File: config.mk
export PLATFORM = sky130hd
export DESIGN_NAME = deadline_timer_queue
export DESIGN_NICKNAME = d
export VERILOG_FILES = /design/src/hw/rtl/dtq_pkg.sv /design/src/hw/rtl/dtq_datapath.sv /design/src/hw/rtl/dtq_ctrl.sv /design/src/hw/rtl/deadline_timer_queue.sv
export SDC_FILE = /design/constraint.sdc
export NUM_CORES = 2
export LEC_CHECK = 0
export CAP_MARGIN = 20
export CORE_MARGIN = 2
export CORE_UTILIZATION = 35
export DETAILED_ROUTE_END_ITERATION = 8
export DONT_BUFFER_PORTS = 1
export GPL_ROUTABILITY_DRIVEN = 0
export GPL_TIMING_DRIVEN = 0
export MAX_ROUTING_LAYER = met4
export PLACE_DENSITY = 0.57
export SLEW_MARGIN = 20
export SYNTH_ARGS = -nofsm -noshare
export SYNTH_HDL_FRONTEND = slang
export SYNTH_SLANG_ARGS = --single-unit
File: constraint.sdc
create_clock -name clk -period 7.8 [get_ports clk]
set_clock_uncertainty 0.2 [all_clocks]
set_input_delay 1.56 -clock clk [delete_from_list [all_inputs] [get_ports clk]]
set_output_delay 1.56 -clock clk [all_outputs]
set_load 0.01 [all_outputs]
File: src/hw/rtl/dtq_pkg.sv
package dtq_pkg;

	localparam int TIMER_SLOTS   = 32;
	localparam int HANDLE_BITS   = 16;
	localparam int MAX_RESULTS   = 32;
	localparam int TIME_BITS     = 48;
	localparam int DELAY_BITS    = 31;
	localparam int PORT_HANDLE_BITS = 16;
	localparam int SLOT_IDX_BITS = $clog2(TIMER_SLOTS);
	localparam int CNT_BITS      = $clog2(TIMER_SLOTS + 1);
	localparam int FIRE_BITS     = $clog2(MAX_RESULTS + 1);

	localparam logic [1:0] REQ_ADD   = 2'd0;
	localparam logic [1:0] REQ_TICK  = 2'd1;
	localparam logic [1:0] REQ_SHIFT = 2'd2;

	localparam logic STATUS_FIRED = 1'b0;
	localparam logic STATUS_FULL  = 1'b1;

	typedef struct packed {
		logic [1:0]                    req_type;
		logic [DELAY_BITS-1:0]         delay_ms;
		logic [PORT_HANDLE_BITS-1:0]   handle;
		logic [TIME_BITS-1:0]          now_ms;
		logic signed [TIME_BITS-1:0]   time_shift;
	} req_t;

	typedef struct packed {
		logic [PORT_HANDLE_BITS-1:0] fired_handle;
		logic                        status;
		logic                        is_last;
	} resp_t;

	typedef struct packed {
		logic [TIME_BITS-1:0]   deadline;
		logic [HANDLE_BITS-1:0] hnd;
	} entry_t;

	typedef enum logic [2:0] {
		RD_HEAD  = 3'd0,
		RD_IDX   = 3'd1,
		RD_NEXT  = 3'd2,
		RD_PREV  = 3'd3,
		RD_PREV2 = 3'd4
	} rd_sel_t;

	typedef enum logic [1:0] {
		WR_NEW     = 2'd0,
		WR_MOVE    = 2'd1,
		WR_SHIFTED = 2'd2
	} wr_sel_t;

	typedef enum logic [2:0] {
		IDX_HOLD     = 3'd0,
		IDX_LOAD_CNT = 3'd1,
		IDX_CLEAR    = 3'd2,
		IDX_DEC      = 3'd3,
		IDX_INC      = 3'd4
	} idx_op_t;

	typedef enum logic [1:0] {
		EMIT_MORE   = 2'd0,
		EMIT_LAST   = 2'd1,
		EMIT_REJECT = 2'd2
	} emit_kind_t;

	typedef struct packed {
		logic       accept;
		logic       rd_en;
		rd_sel_t    rd_sel;
		logic       wr_en;
		wr_sel_t    wr_sel;
		idx_op_t    idx_op;
		logic       push;
		logic       pop;
		logic       fire_clr;
		logic       emit;
		emit_kind_t emit_kind;
	} dtq_cmd_t;

	typedef struct packed {
		logic full;
		logic cnt_zero;
		logic idx_zero;
		logic idx_one;
		logic idx_last;
		logic ge_new;
		logic le_now;
		logic fire_max;
		logic out_free;
	} dtq_stat_t;

endpackage

File: src/hw/rtl/dtq_datapath.sv
module dtq_datapath (
	input  logic             clk,
	input  logic             arst_n,
	input  dtq_pkg::req_t    req,
	input  dtq_pkg::dtq_cmd_t cmd,
	output dtq_pkg::dtq_stat_t stat,
	output logic             rsp_valid,
	input  logic             rsp_stall,
	output dtq_pkg::resp_t   rsp
);
	import dtq_pkg::*;

	localparam logic [TIME_BITS-1:0] TIME_MAX = {TIME_BITS{1'b1}};

	entry_t                  mem_q [TIMER_SLOTS];
	entry_t                  rd_q;
	entry_t                  wdata;
	logic [TIME_BITS-1:0]    cur_q;
	logic [TIME_BITS-1:0]    new_dl_q;
	logic [HANDLE_BITS-1:0]  new_hnd_q;
	logic [TIME_BITS-1:0]    shift_q;
	logic [HANDLE_BITS-1:0]  pend_q;
	logic [SLOT_IDX_BITS-1:0] head_q;
	logic [CNT_BITS-1:0]     cnt_q;
	logic [CNT_BITS-1:0]     idx_q;
	logic [FIRE_BITS-1:0]    fcnt_q;
	logic                    out_valid_q;
	resp_t                   out_q;
	logic [CNT_BITS-1:0]     rd_log;
	logic [SLOT_IDX_BITS-1:0] rd_addr;
	logic [SLOT_IDX_BITS-1:0] wr_addr;
	logic [TIME_BITS:0]      add_sum;
	logic [TIME_BITS-1:0]    add_dl;
	logic [TIME_BITS+1:0]    sh_sum;
	logic [TIME_BITS-1:0]    sh_dl;
	logic                    out_free;

	function automatic logic [SLOT_IDX_BITS-1:0] slot_addr(
		input logic [SLOT_IDX_BITS-1:0] head,
		input logic [CNT_BITS-1:0]      la
	);
		logic [CNT_BITS:0] sum;
		sum = (CNT_BITS+1)'(head) + (CNT_BITS+1)'(la);
		if (sum >= (CNT_BITS+1)'(TIMER_SLOTS)) begin
			sum = sum - (CNT_BITS+1)'(TIMER_SLOTS);
		end
		return SLOT_IDX_BITS'(sum);
	endfunction

	always_comb begin
		case (cmd.rd_sel)
			RD_HEAD:  rd_log = '0;
			RD_IDX:   rd_log = idx_q;
			RD_NEXT:  rd_log = idx_q + CNT_BITS'(1);
			RD_PREV:  rd_log = idx_q - CNT_BITS'(1);
			RD_PREV2: rd_log = idx_q - CNT_BITS'(2);
			default:  rd_log = '0;
		endcase
	end

	assign rd_addr = slot_addr(head_q, rd_log);
	assign wr_addr = slot_addr(head_q, idx_q);

	assign add_sum = (TIME_BITS+1)'(cur_q) + (TIME_BITS+1)'(req.delay_ms);
	assign add_dl  = add_sum[TIME_BITS] ? TIME_MAX : add_sum[TIME_BITS-1:0];

	assign sh_sum = (TIME_BITS+2)'(rd_q.deadline) + {{2{shift_q[TIME_BITS-1]}}, shift_q};
	always_comb begin
		if (sh_sum[TIME_BITS+1]) begin
			sh_dl = '0;
		end else if (sh_sum[TIME_BITS]) begin
			sh_dl = TIME_MAX;
		end else begin
			sh_dl = sh_sum[TIME_BITS-1:0];
		end
	end

	always_comb begin
		case (cmd.wr_sel)
			WR_NEW:     wdata = '{deadline: new_dl_q, hnd: new_hnd_q};
			WR_MOVE:    wdata = rd_q;
			WR_SHIFTED: wdata = '{deadline: sh_dl, hnd: rd_q.hnd};
			default:    wdata = rd_q;
		endcase
	end

	always_ff @(posedge clk) begin
		if (cmd.wr_en) begin
			mem_q[wr_addr] <= wdata;
		end
		if (cmd.rd_en) begin
			rd_q <= mem_q[rd_addr];
		end
	end

	always_ff @(posedge clk) begin
		if (cmd.accept) begin
			new_dl_q  <= add_dl;
			new_hnd_q <= HANDLE_BITS'(req.handle);
			shift_q   <= req.time_shift;
		end
		if (cmd.pop) begin
			pend_q <= rd_q.hnd;
		end
	end

	always_ff @(posedge clk or negedge arst_n) begin
		if (!arst_n) begin
			cur_q  <= '0;
			head_q <= '0;
			cnt_q  <= '0;
			idx_q  <= '0;
			fcnt_q <= '0;
		end else begin
			if (cmd.accept && req.req_type == REQ_TICK) begin
				cur_q <= req.now_ms;
			end
			case (cmd.idx_op)
				IDX_HOLD:     idx_q <= idx_q;
				IDX_LOAD_CNT: idx_q <= cnt_q;
				IDX_CLEAR:    idx_q <= '0;
				IDX_DEC:      idx_q <= idx_q - CNT_BITS'(1);
				IDX_INC:      idx_q <= idx_q + CNT_BITS'(1);
				default:      idx_q <= idx_q;
			endcase
			if (cmd.push) begin
				cnt_q <= cnt_q + CNT_BITS'(1);
			end
			if (cmd.fire_clr) begin
				fcnt_q <= '0;
			end
			if (cmd.pop) begin
				cnt_q  <= cnt_q - CNT_BITS'(1);
				fcnt_q <= fcnt_q + FIRE_BITS'(1);
				if (head_q == SLOT_IDX_BITS'(TIMER_SLOTS - 1)) begin
					head_q <= '0;
				end else begin
					head_q <= head_q + SLOT_IDX_BITS'(1);
				end
			end
		end
	end

	assign out_free = !out_valid_q || !rsp_stall;

	always_ff @(posedge clk or negedge arst_n) begin
		if (!arst_n) begin
			out_valid_q <= 1'b0;
		end else if (cmd.emit) begin
			out_valid_q <= 1'b1;
		end else if (!rsp_stall) begin
			out_valid_q <= 1'b0;
		end
	end

	always_ff @(posedge clk) begin
		if (cmd.emit) begin
			case (cmd.emit_kind)
				EMIT_MORE:   out_q <= '{fired_handle: PORT_HANDLE_BITS'(pend_q),
					status: STATUS_FIRED, is_last: 1'b0};
				EMIT_LAST:   out_q <= '{fired_handle: PORT_HANDLE_BITS'(pend_q),
					status: STATUS_FIRED, is_last: 1'b1};
				EMIT_REJECT: out_q <= '{fired_handle: '0, status: STATUS_FULL, is_last: 1'b1};
				default:     out_q <= '{fired_handle: '0, status: STATUS_FULL, is_last: 1'b1};
			endcase
		end
	end

	assign rsp_valid = out_valid_q;
	assign rsp       = out_q;

	assign stat.full     = (cnt_q == CNT_BITS'(TIMER_SLOTS));
	assign stat.cnt_zero = (cnt_q == '0);
	assign stat.idx_zero = (idx_q == '0);
	assign stat.idx_one  = (idx_q == CNT_BITS'(1));
	assign stat.idx_last = ((idx_q + CNT_BITS'(1)) == cnt_q);
	assign stat.ge_new   = (rd_q.deadline >= new_dl_q);
	assign stat.le_now   = (rd_q.deadline <= cur_q);
	assign stat.fire_max = (fcnt_q == FIRE_BITS'(MAX_RESULTS));
	assign stat.out_free = out_free;

	a_cnt_bound: assert property (@(posedge clk) disable iff (!arst_n)
		cnt_q <= CNT_BITS'(TIMER_SLOTS))
		else $error("Timer count exceeds the table size.");

	a_push_room: assert property (@(posedge clk) disable iff (!arst_n)
		cmd.push |-> cnt_q != CNT_BITS'(TIMER_SLOTS))
		else $error("Timer inserted into a full table.");

	a_pop_nonempty: assert property (@(posedge clk) disable iff (!arst_n)
		cmd.pop |-> cnt_q != '0)
		else $error("Timer removed from an empty table.");

	a_emit_free: assert property (@(posedge clk) disable iff (!arst_n)
		cmd.emit |-> out_free)
		else $error("Result overwritten while still waiting.");

	a_fire_bound: assert property (@(posedge clk) disable iff (!arst_n)
		cmd.pop |-> fcnt_q < FIRE_BITS'(MAX_RESULTS))
		else $error("Too many timers fired on one tick.");

endmodule

File: src/hw/rtl/dtq_ctrl.sv
module dtq_ctrl (
	input  logic               clk,
	input  logic               arst_n,
	input  logic               req_valid,
	input  logic [1:0]         req_type,
	output logic               req_stall,
	input  dtq_pkg::dtq_stat_t stat,
	output dtq_pkg::dtq_cmd_t  cmd
);
	import dtq_pkg::*;

	typedef enum logic [7:0] {
		S_IDLE    = 8'b0000_0001,
		S_ADD_RD  = 8'b0000_0010,
		S_ADD_CMP = 8'b0000_0100,
		S_REJ     = 8'b0000_1000,
		S_TK_RD   = 8'b0001_0000,
		S_TK_CMP  = 8'b0010_0000,
		S_SH_RD   = 8'b0100_0000,
		S_SH_WR   = 8'b1000_0000
	} state_t;

	state_t state_q;
	state_t state_d;
	logic   pend_q;
	logic   pend_d;

	assign req_stall = (state_q != S_IDLE);

	always_comb begin
		state_d = state_q;
		pend_d  = pend_q;
		cmd     = '{accept: 1'b0, rd_en: 1'b0, rd_sel: RD_HEAD, wr_en: 1'b0,
			wr_sel: WR_NEW, idx_op: IDX_HOLD, push: 1'b0, pop: 1'b0,
			fire_clr: 1'b0, emit: 1'b0, emit_kind: EMIT_LAST};
		case (state_q)
			S_IDLE: begin
				if (req_valid) begin
					cmd.accept = 1'b1;
					case (req_type)
						REQ_ADD: begin
							if (stat.full) begin
								state_d = S_REJ;
							end else begin
								cmd.idx_op = IDX_LOAD_CNT;
								state_d    = S_ADD_RD;
							end
						end
						REQ_TICK: begin
							cmd.fire_clr = 1'b1;
							pend_d       = 1'b0;
							state_d      = S_TK_RD;
						end
						REQ_SHIFT: begin
							cmd.idx_op = IDX_CLEAR;
							state_d    = S_SH_RD;
						end
						default: state_d = S_IDLE;
					endcase
				end
			end
			S_ADD_RD: begin
				if (stat.idx_zero) begin
					cmd.wr_en  = 1'b1;
					cmd.wr_sel = WR_NEW;
					cmd.push   = 1'b1;
					state_d    = S_IDLE;
				end else begin
					cmd.rd_en  = 1'b1;
					cmd.rd_sel = RD_PREV;
					state_d    = S_ADD_CMP;
				end
			end
			S_ADD_CMP: begin
				cmd.wr_en = 1'b1;
				if (stat.ge_new) begin
					cmd.wr_sel = WR_MOVE;
					cmd.idx_op = IDX_DEC;
					if (stat.idx_one) begin
						state_d = S_ADD_RD;
					end else begin
						cmd.rd_en  = 1'b1;
						cmd.rd_sel = RD_PREV2;
					end
				end else begin
					cmd.wr_sel = WR_NEW;
					cmd.push   = 1'b1;
					state_d    = S_IDLE;
				end
			end
			S_REJ: begin
				if (stat.out_free) begin
					cmd.emit      = 1'b1;
					cmd.emit_kind = EMIT_REJECT;
					state_d       = S_IDLE;
				end
			end
			S_TK_RD: begin
				if (stat.out_free) begin
					if (!stat.cnt_zero && !stat.fire_max) begin
						cmd.rd_en  = 1'b1;
						cmd.rd_sel = RD_HEAD;
						state_d    = S_TK_CMP;
					end else begin
						cmd.emit      = pend_q;
						cmd.emit_kind = EMIT_LAST;
						pend_d        = 1'b0;
						state_d       = S_IDLE;
					end
				end
			end
			S_TK_CMP: begin
				if (stat.out_free) begin
					if (stat.le_now) begin
						cmd.pop       = 1'b1;
						cmd.emit      = pend_q;
						cmd.emit_kind = EMIT_MORE;
						pend_d        = 1'b1;
						state_d       = S_TK_RD;
					end else begin
						cmd.emit      = pend_q;
						cmd.emit_kind = EMIT_LAST;
						pend_d        = 1'b0;
						state_d       = S_IDLE;
					end
				end
			end
			S_SH_RD: begin
				if (stat.cnt_zero) begin
					state_d = S_IDLE;
				end else begin
					cmd.rd_en  = 1'b1;
					cmd.rd_sel = RD_IDX;
					state_d    = S_SH_WR;
				end
			end
			S_SH_WR: begin
				cmd.wr_en  = 1'b1;
				cmd.wr_sel = WR_SHIFTED;
				cmd.idx_op = IDX_INC;
				if (stat.idx_last) begin
					state_d = S_IDLE;
				end else begin
					cmd.rd_en  = 1'b1;
					cmd.rd_sel = RD_NEXT;
				end
			end
			default: state_d = S_IDLE;
		endcase
	end

	always_ff @(posedge clk or negedge arst_n) begin
		if (!arst_n) begin
			state_q <= S_IDLE;
			pend_q  <= 1'b0;
		end else begin
			state_q <= state_d;
			pend_q  <= pend_d;
		end
	end

	a_pend_idle: assert property (@(posedge clk) disable iff (!arst_n)
		state_q == S_IDLE |-> !pend_q)
		else $error("A fired timer was left undelivered.");

	a_accept_idle: assert property (@(posedge clk) disable iff (!arst_n)
		cmd.accept |-> state_q == S_IDLE)
		else $error("Item taken while busy.");

	a_one_write: assert property (@(posedge clk) disable iff (!arst_n)
		cmd.push |-> cmd.wr_en && !cmd.pop)
		else $error("Insert without a table write.");

endmodule

File: src/hw/rtl/deadline_timer_queue.sv
// Pending timers are held in a table sorted by deadline, kept as a ring in a single memory with
// one write and one registered read port, so each step handles one entry at a time. An add
// into a non-full table moves each stored timer whose deadline is not earlier than the new one
// up by one slot, then writes the new timer. An add into a full table gives one rejection item.
// A tick fires at most 32 timers, earliest first and newest first among equal deadlines, with
// is_last on the final one; a tick that fires nothing gives no item. A deadline shift rewrites
// each stored timer in turn. Items are taken one at a time; stall stays high until the memory
// pass of the current item has finished, while a finished result may still be waiting in the
// output register.
module deadline_timer_queue (
	input  logic           clk,
	input  logic           arst_n,
	input  logic           req_valid,
	output logic           req_stall,
	input  dtq_pkg::req_t  req,
	output logic           rsp_valid,
	input  logic           rsp_stall,
	output dtq_pkg::resp_t rsp
);
	import dtq_pkg::*;

	dtq_cmd_t  cmd;
	dtq_stat_t stat;

	dtq_ctrl u_ctrl (
		.clk       (clk),
		.arst_n    (arst_n),
		.req_valid (req_valid),
		.req_type  (req.req_type),
		.req_stall (req_stall),
		.stat      (stat),
		.cmd       (cmd)
	);

	dtq_datapath u_datapath (
		.clk       (clk),
		.arst_n    (arst_n),
		.req       (req),
		.cmd       (cmd),
		.stat      (stat),
		.rsp_valid (rsp_valid),
		.rsp_stall (rsp_stall),
		.rsp       (rsp)
	);

endmodule

==> impl_metrics.tcl <==
set metrics [dict create \
    status "complete, no violations" \
    grt_pass1_wl_mm 434 \
    final_common_cell "edfxtp_1" \
    met3_usage 0.0413 \
    post-dp-hpwl_mm 215 \
    powerDensity_mw_per_mm2 412 \
    layout_common_cells "edfxtp_1, mux4_2, nand2_1" \
    h-tree-depth 4 \
    avgSynthCellArea_um2 16.7 \
    crit_arrival_ps 8000 \
    yosys_warnings 0 \
    fin_crit_ps 7660 \
    final_antenna_net_count 0 \
    hold_path_class "in -> async" \
    syn_inst 6078 \
    use_met1 0.285 \
    place_ws_ps -2140 \
    r2r-start "u_datapath.rd_q[49]" \
    clkSinkCount 2339 \
    ys.flop_type "edfxtp_1" \
    worstPathMaxFanout 19 \
    dp.cells 10100 \
    coreArea_mm2 0.288 \
    drv_cap 0 \
    start_util 0.352 \
    ys_types 84 \
    fp.dieH_um 543 \
    finalSetupViolations 0 \
    grt-ovfl-total 0 \
    io_pins 169 \
    drc_errors 0 \
    grt_use_total 0.211 \
    die_area_mm2 0.294 \
    wl_mm 308 \
    die_x_um 543 \
    drtIter0Drc 8049 \
    cts_buffers 236 \
    tightest_slew_ps 1080 \
    synthArstFlopShare 0.0346 \
    drv_slew 0 \
    rows 197 \
    reg2reg_to "u_datapath.rd_q[29]" \
    worstPathRequired_ps 8140 \
    critPathCaptureType "register" \
    vias 60600 \
    critical_path.endpoint "u_datapath.rd_q[29]" \
    clk_latency_ps 930 \
    netlist_area_mm2 0.102 \
    avgViaCountPerCell 5.76 \
    fmax_mhz 131 \
    yosysSeqAreaShare 0.688 \
    synth_edf_count 2258 \
    nets 6876 \
    worstRegToRegCells 23 \
    antenna_found_initial 21 \
    ir_drop_mv 0.279 \
    grt_pass1_vias 59300 \
    p_leak_uw 0.0392 \
    dr.pass1.iters 9 \
    syn_nets 6431 \
    final_core_util 0.414 \
    setup_ws_ps 142 \
    power_uw 49100 \
    finalHoldViolCount 0 \
    r2r_slack_ps 140 \
    cp-start-kind "register" \
    cts_max_path_buffers 3 \
    met2_usage 0.324 \
    cts-root-buf "clkbuf_16" \
    ys_seq_elements 2339 \
    drive_above_1_share 0.229 \
    cts_tree "done" \
    top_usage_layer "met2" \
    grt_max_degree 82 \
    slew-limit-headroom 0.264 \
    port_buffers 0 \
    avgRoutedWirePerCell_um 29.2 \
    crit_path_start "u_datapath.rd_q[49]" \
    finalCritPeriodShare 0.982 \
    syn2layout_area_growth_pct 17.5 \
    instances_no_fill 10500 \
    cts.clk_slew.worst_paths_ps 70 \
    path_class "reg -> reg" \
]
routing by layer:
layer | part of all wire | wire length, µm
met1 | 0.42 | 128000
met2 | 0.46 | 142000
met3 | 0.090 | 27700
met4 | 0.032 | 9730
met5 | 0 | 0
state kept, by name, indices dropped and copies added (netlist names):
register	count
u_datapath.cnt_q	6
u_datapath.new_dl_q	48
u_datapath.rd_q	64
u_datapath.head_q	5
u_datapath.rsp	18
u_datapath.fcnt_q	6
u_datapath.rsp_valid	1
u_ctrl.state_q	8
u_datapath.idx_q	6
u_datapath.pend_q	16
u_ctrl.pend_q	1
u_datapath.mem_q	2048
u_datapath.new_hnd_q	16
u_datapath.cur_q	48
u_datapath.shift_q	48
logic make-up after synthesis:
family | after synthesis | synth area share
AO/OA/AOI/OAI | 620 | 0.0386
AND/OR/NAND/NOR | 1609 | 0.0770
XOR/XNOR | 101 | 0.00871
multiplexers | 718 | 0.143
buffers and inverters | 487 | 0.0188
adder cells (fa/ha/maj) | 204 | 0.0255
flip-flops | 2339 | 0.688
cells in the mapped netlist, types with 7 or more instances:
| cell type | count | area [µm²] |
|---|---|---|
| o21bai_1 | 15 | 113 |
| nand3_1 | 175 | 876 |
| nor2_1 | 220 | 826 |
| ha_1 | 199 | 2490 |
| a31oi_1 | 57 | 357 |
| a21o_1 | 75 | 563 |
| nand2b_1 | 15 | 93.8 |
| o31ai_1 | 7 | 52.6 |
| or4_1 | 66 | 495 |
| xor2_1 | 42 | 368 |
| or3_1 | 7 | 43.8 |
| and4_1 | 8 | 70.1 |
| clkbuf_1 | 243 | 912 |
| o21a_1 | 17 | 128 |
| buf_1 | 43 | 161 |
| a211oi_1 | 13 | 97.6 |
| a21oi_1 | 127 | 636 |
| o221ai_1 | 9 | 78.8 |
| nand2_1 | 572 | 2150 |
| mux2_2 | 136 | 1530 |
| a21boi_0 | 44 | 330 |
| o21ai_0 | 180 | 901 |
| nor3_1 | 159 | 796 |
| dfrtp_1 | 80 | 2000 |
| mux4_2 | 576 | 13000 |
| inv_1 | 141 | 529 |
| nand4_1 | 97 | 607 |
| xnor2_1 | 59 | 517 |
| nor2b_1 | 16 | 100 |
| buf_2 | 59 | 295 |
| o22ai_1 | 7 | 43.8 |
| and2_1 | 29 | 181 |
| and3_1 | 145 | 907 |
| edfxtp_1 | 2258 | 67800 |
| o211ai_1 | 20 | 150 |
| nor4_1 | 72 | 450 |
area by class of cell:
type | count | area (µm²)
flip-flops and latches | 2339 | 69800
repair buffers | 211 | 4300
clock inverters | 141 | 1410
well taps | 3781 | 4730
clock buffers | 295 | 6190
plain buffers | 342 | 1650
fillers | 25500 | 169000
inverters | 141 | 529
diodes | 21 | 52.6
multi-input cells | 3252 | 30600
power breakdown:
part	switching, µW	internal [µW]	total [µW]	leakage (µW)
Clock	4940	6210	11100	0.00367
Combinational	12800	7800	20600	0.0142
Sequential	781	16600	17300	0.0213
Total	18500	30600	49100	0.0392
timing repair:
action	CTS	global route
cloned	0	0
setup endpoints to repair	64	63
buffers inserted	3	1
pin swaps	6	4
resized for setup	142	39
hold buffers	0	0
worst max-delay path, cell delays in order, from the launching register on:
cell and delay, ps:
edfxtp_1 510, ha_1 330, a21o_1 180, a21o_1 170, a21oi_1 210, o21ai_0 130, a221oi_1 530, o22a_2 300
a21oi_4 70, buf_12 170, buf_6 260, nor2_1 150, o21ai_0 150, ha_2 220, fa_1 480, clkbuf_2 130
buf_12 200, clkbuf_8 290, clkbuf_2 400, mux4_2 410, mux4_2 620, and3_1 230, nor4_1 360, nand4_1 380
worst min-delay path by stage:
stage	endpoint	slack [ps]	depth (start not counted)
after CTS	u_datapath.cur_q[36]	70	0
after floorplan	u_datapath.pend_q[0]	220	0
after detailed placement	u_datapath.cur_q[44]	310	1
after global placement	u_datapath.cur_q[44]	300	1
final	u_datapath.cur_q[19]	160	0
after global routing	u_datapath.cur_q[19]	110	0
through the flow:
step / TNS (ps) / hold slack (ps) / instance area (µm²)
CTS: 0 / 74.0 / 119000
detailed placement: -114760 / 305 / 111000
global placement: -4311560 / 302 / 106000
finish: 0 / 155 / 119000
global route: -1.56 / 111 / 119000
floorplan: 0 / 220 / 102000
(Power assumes the default switching activity.)
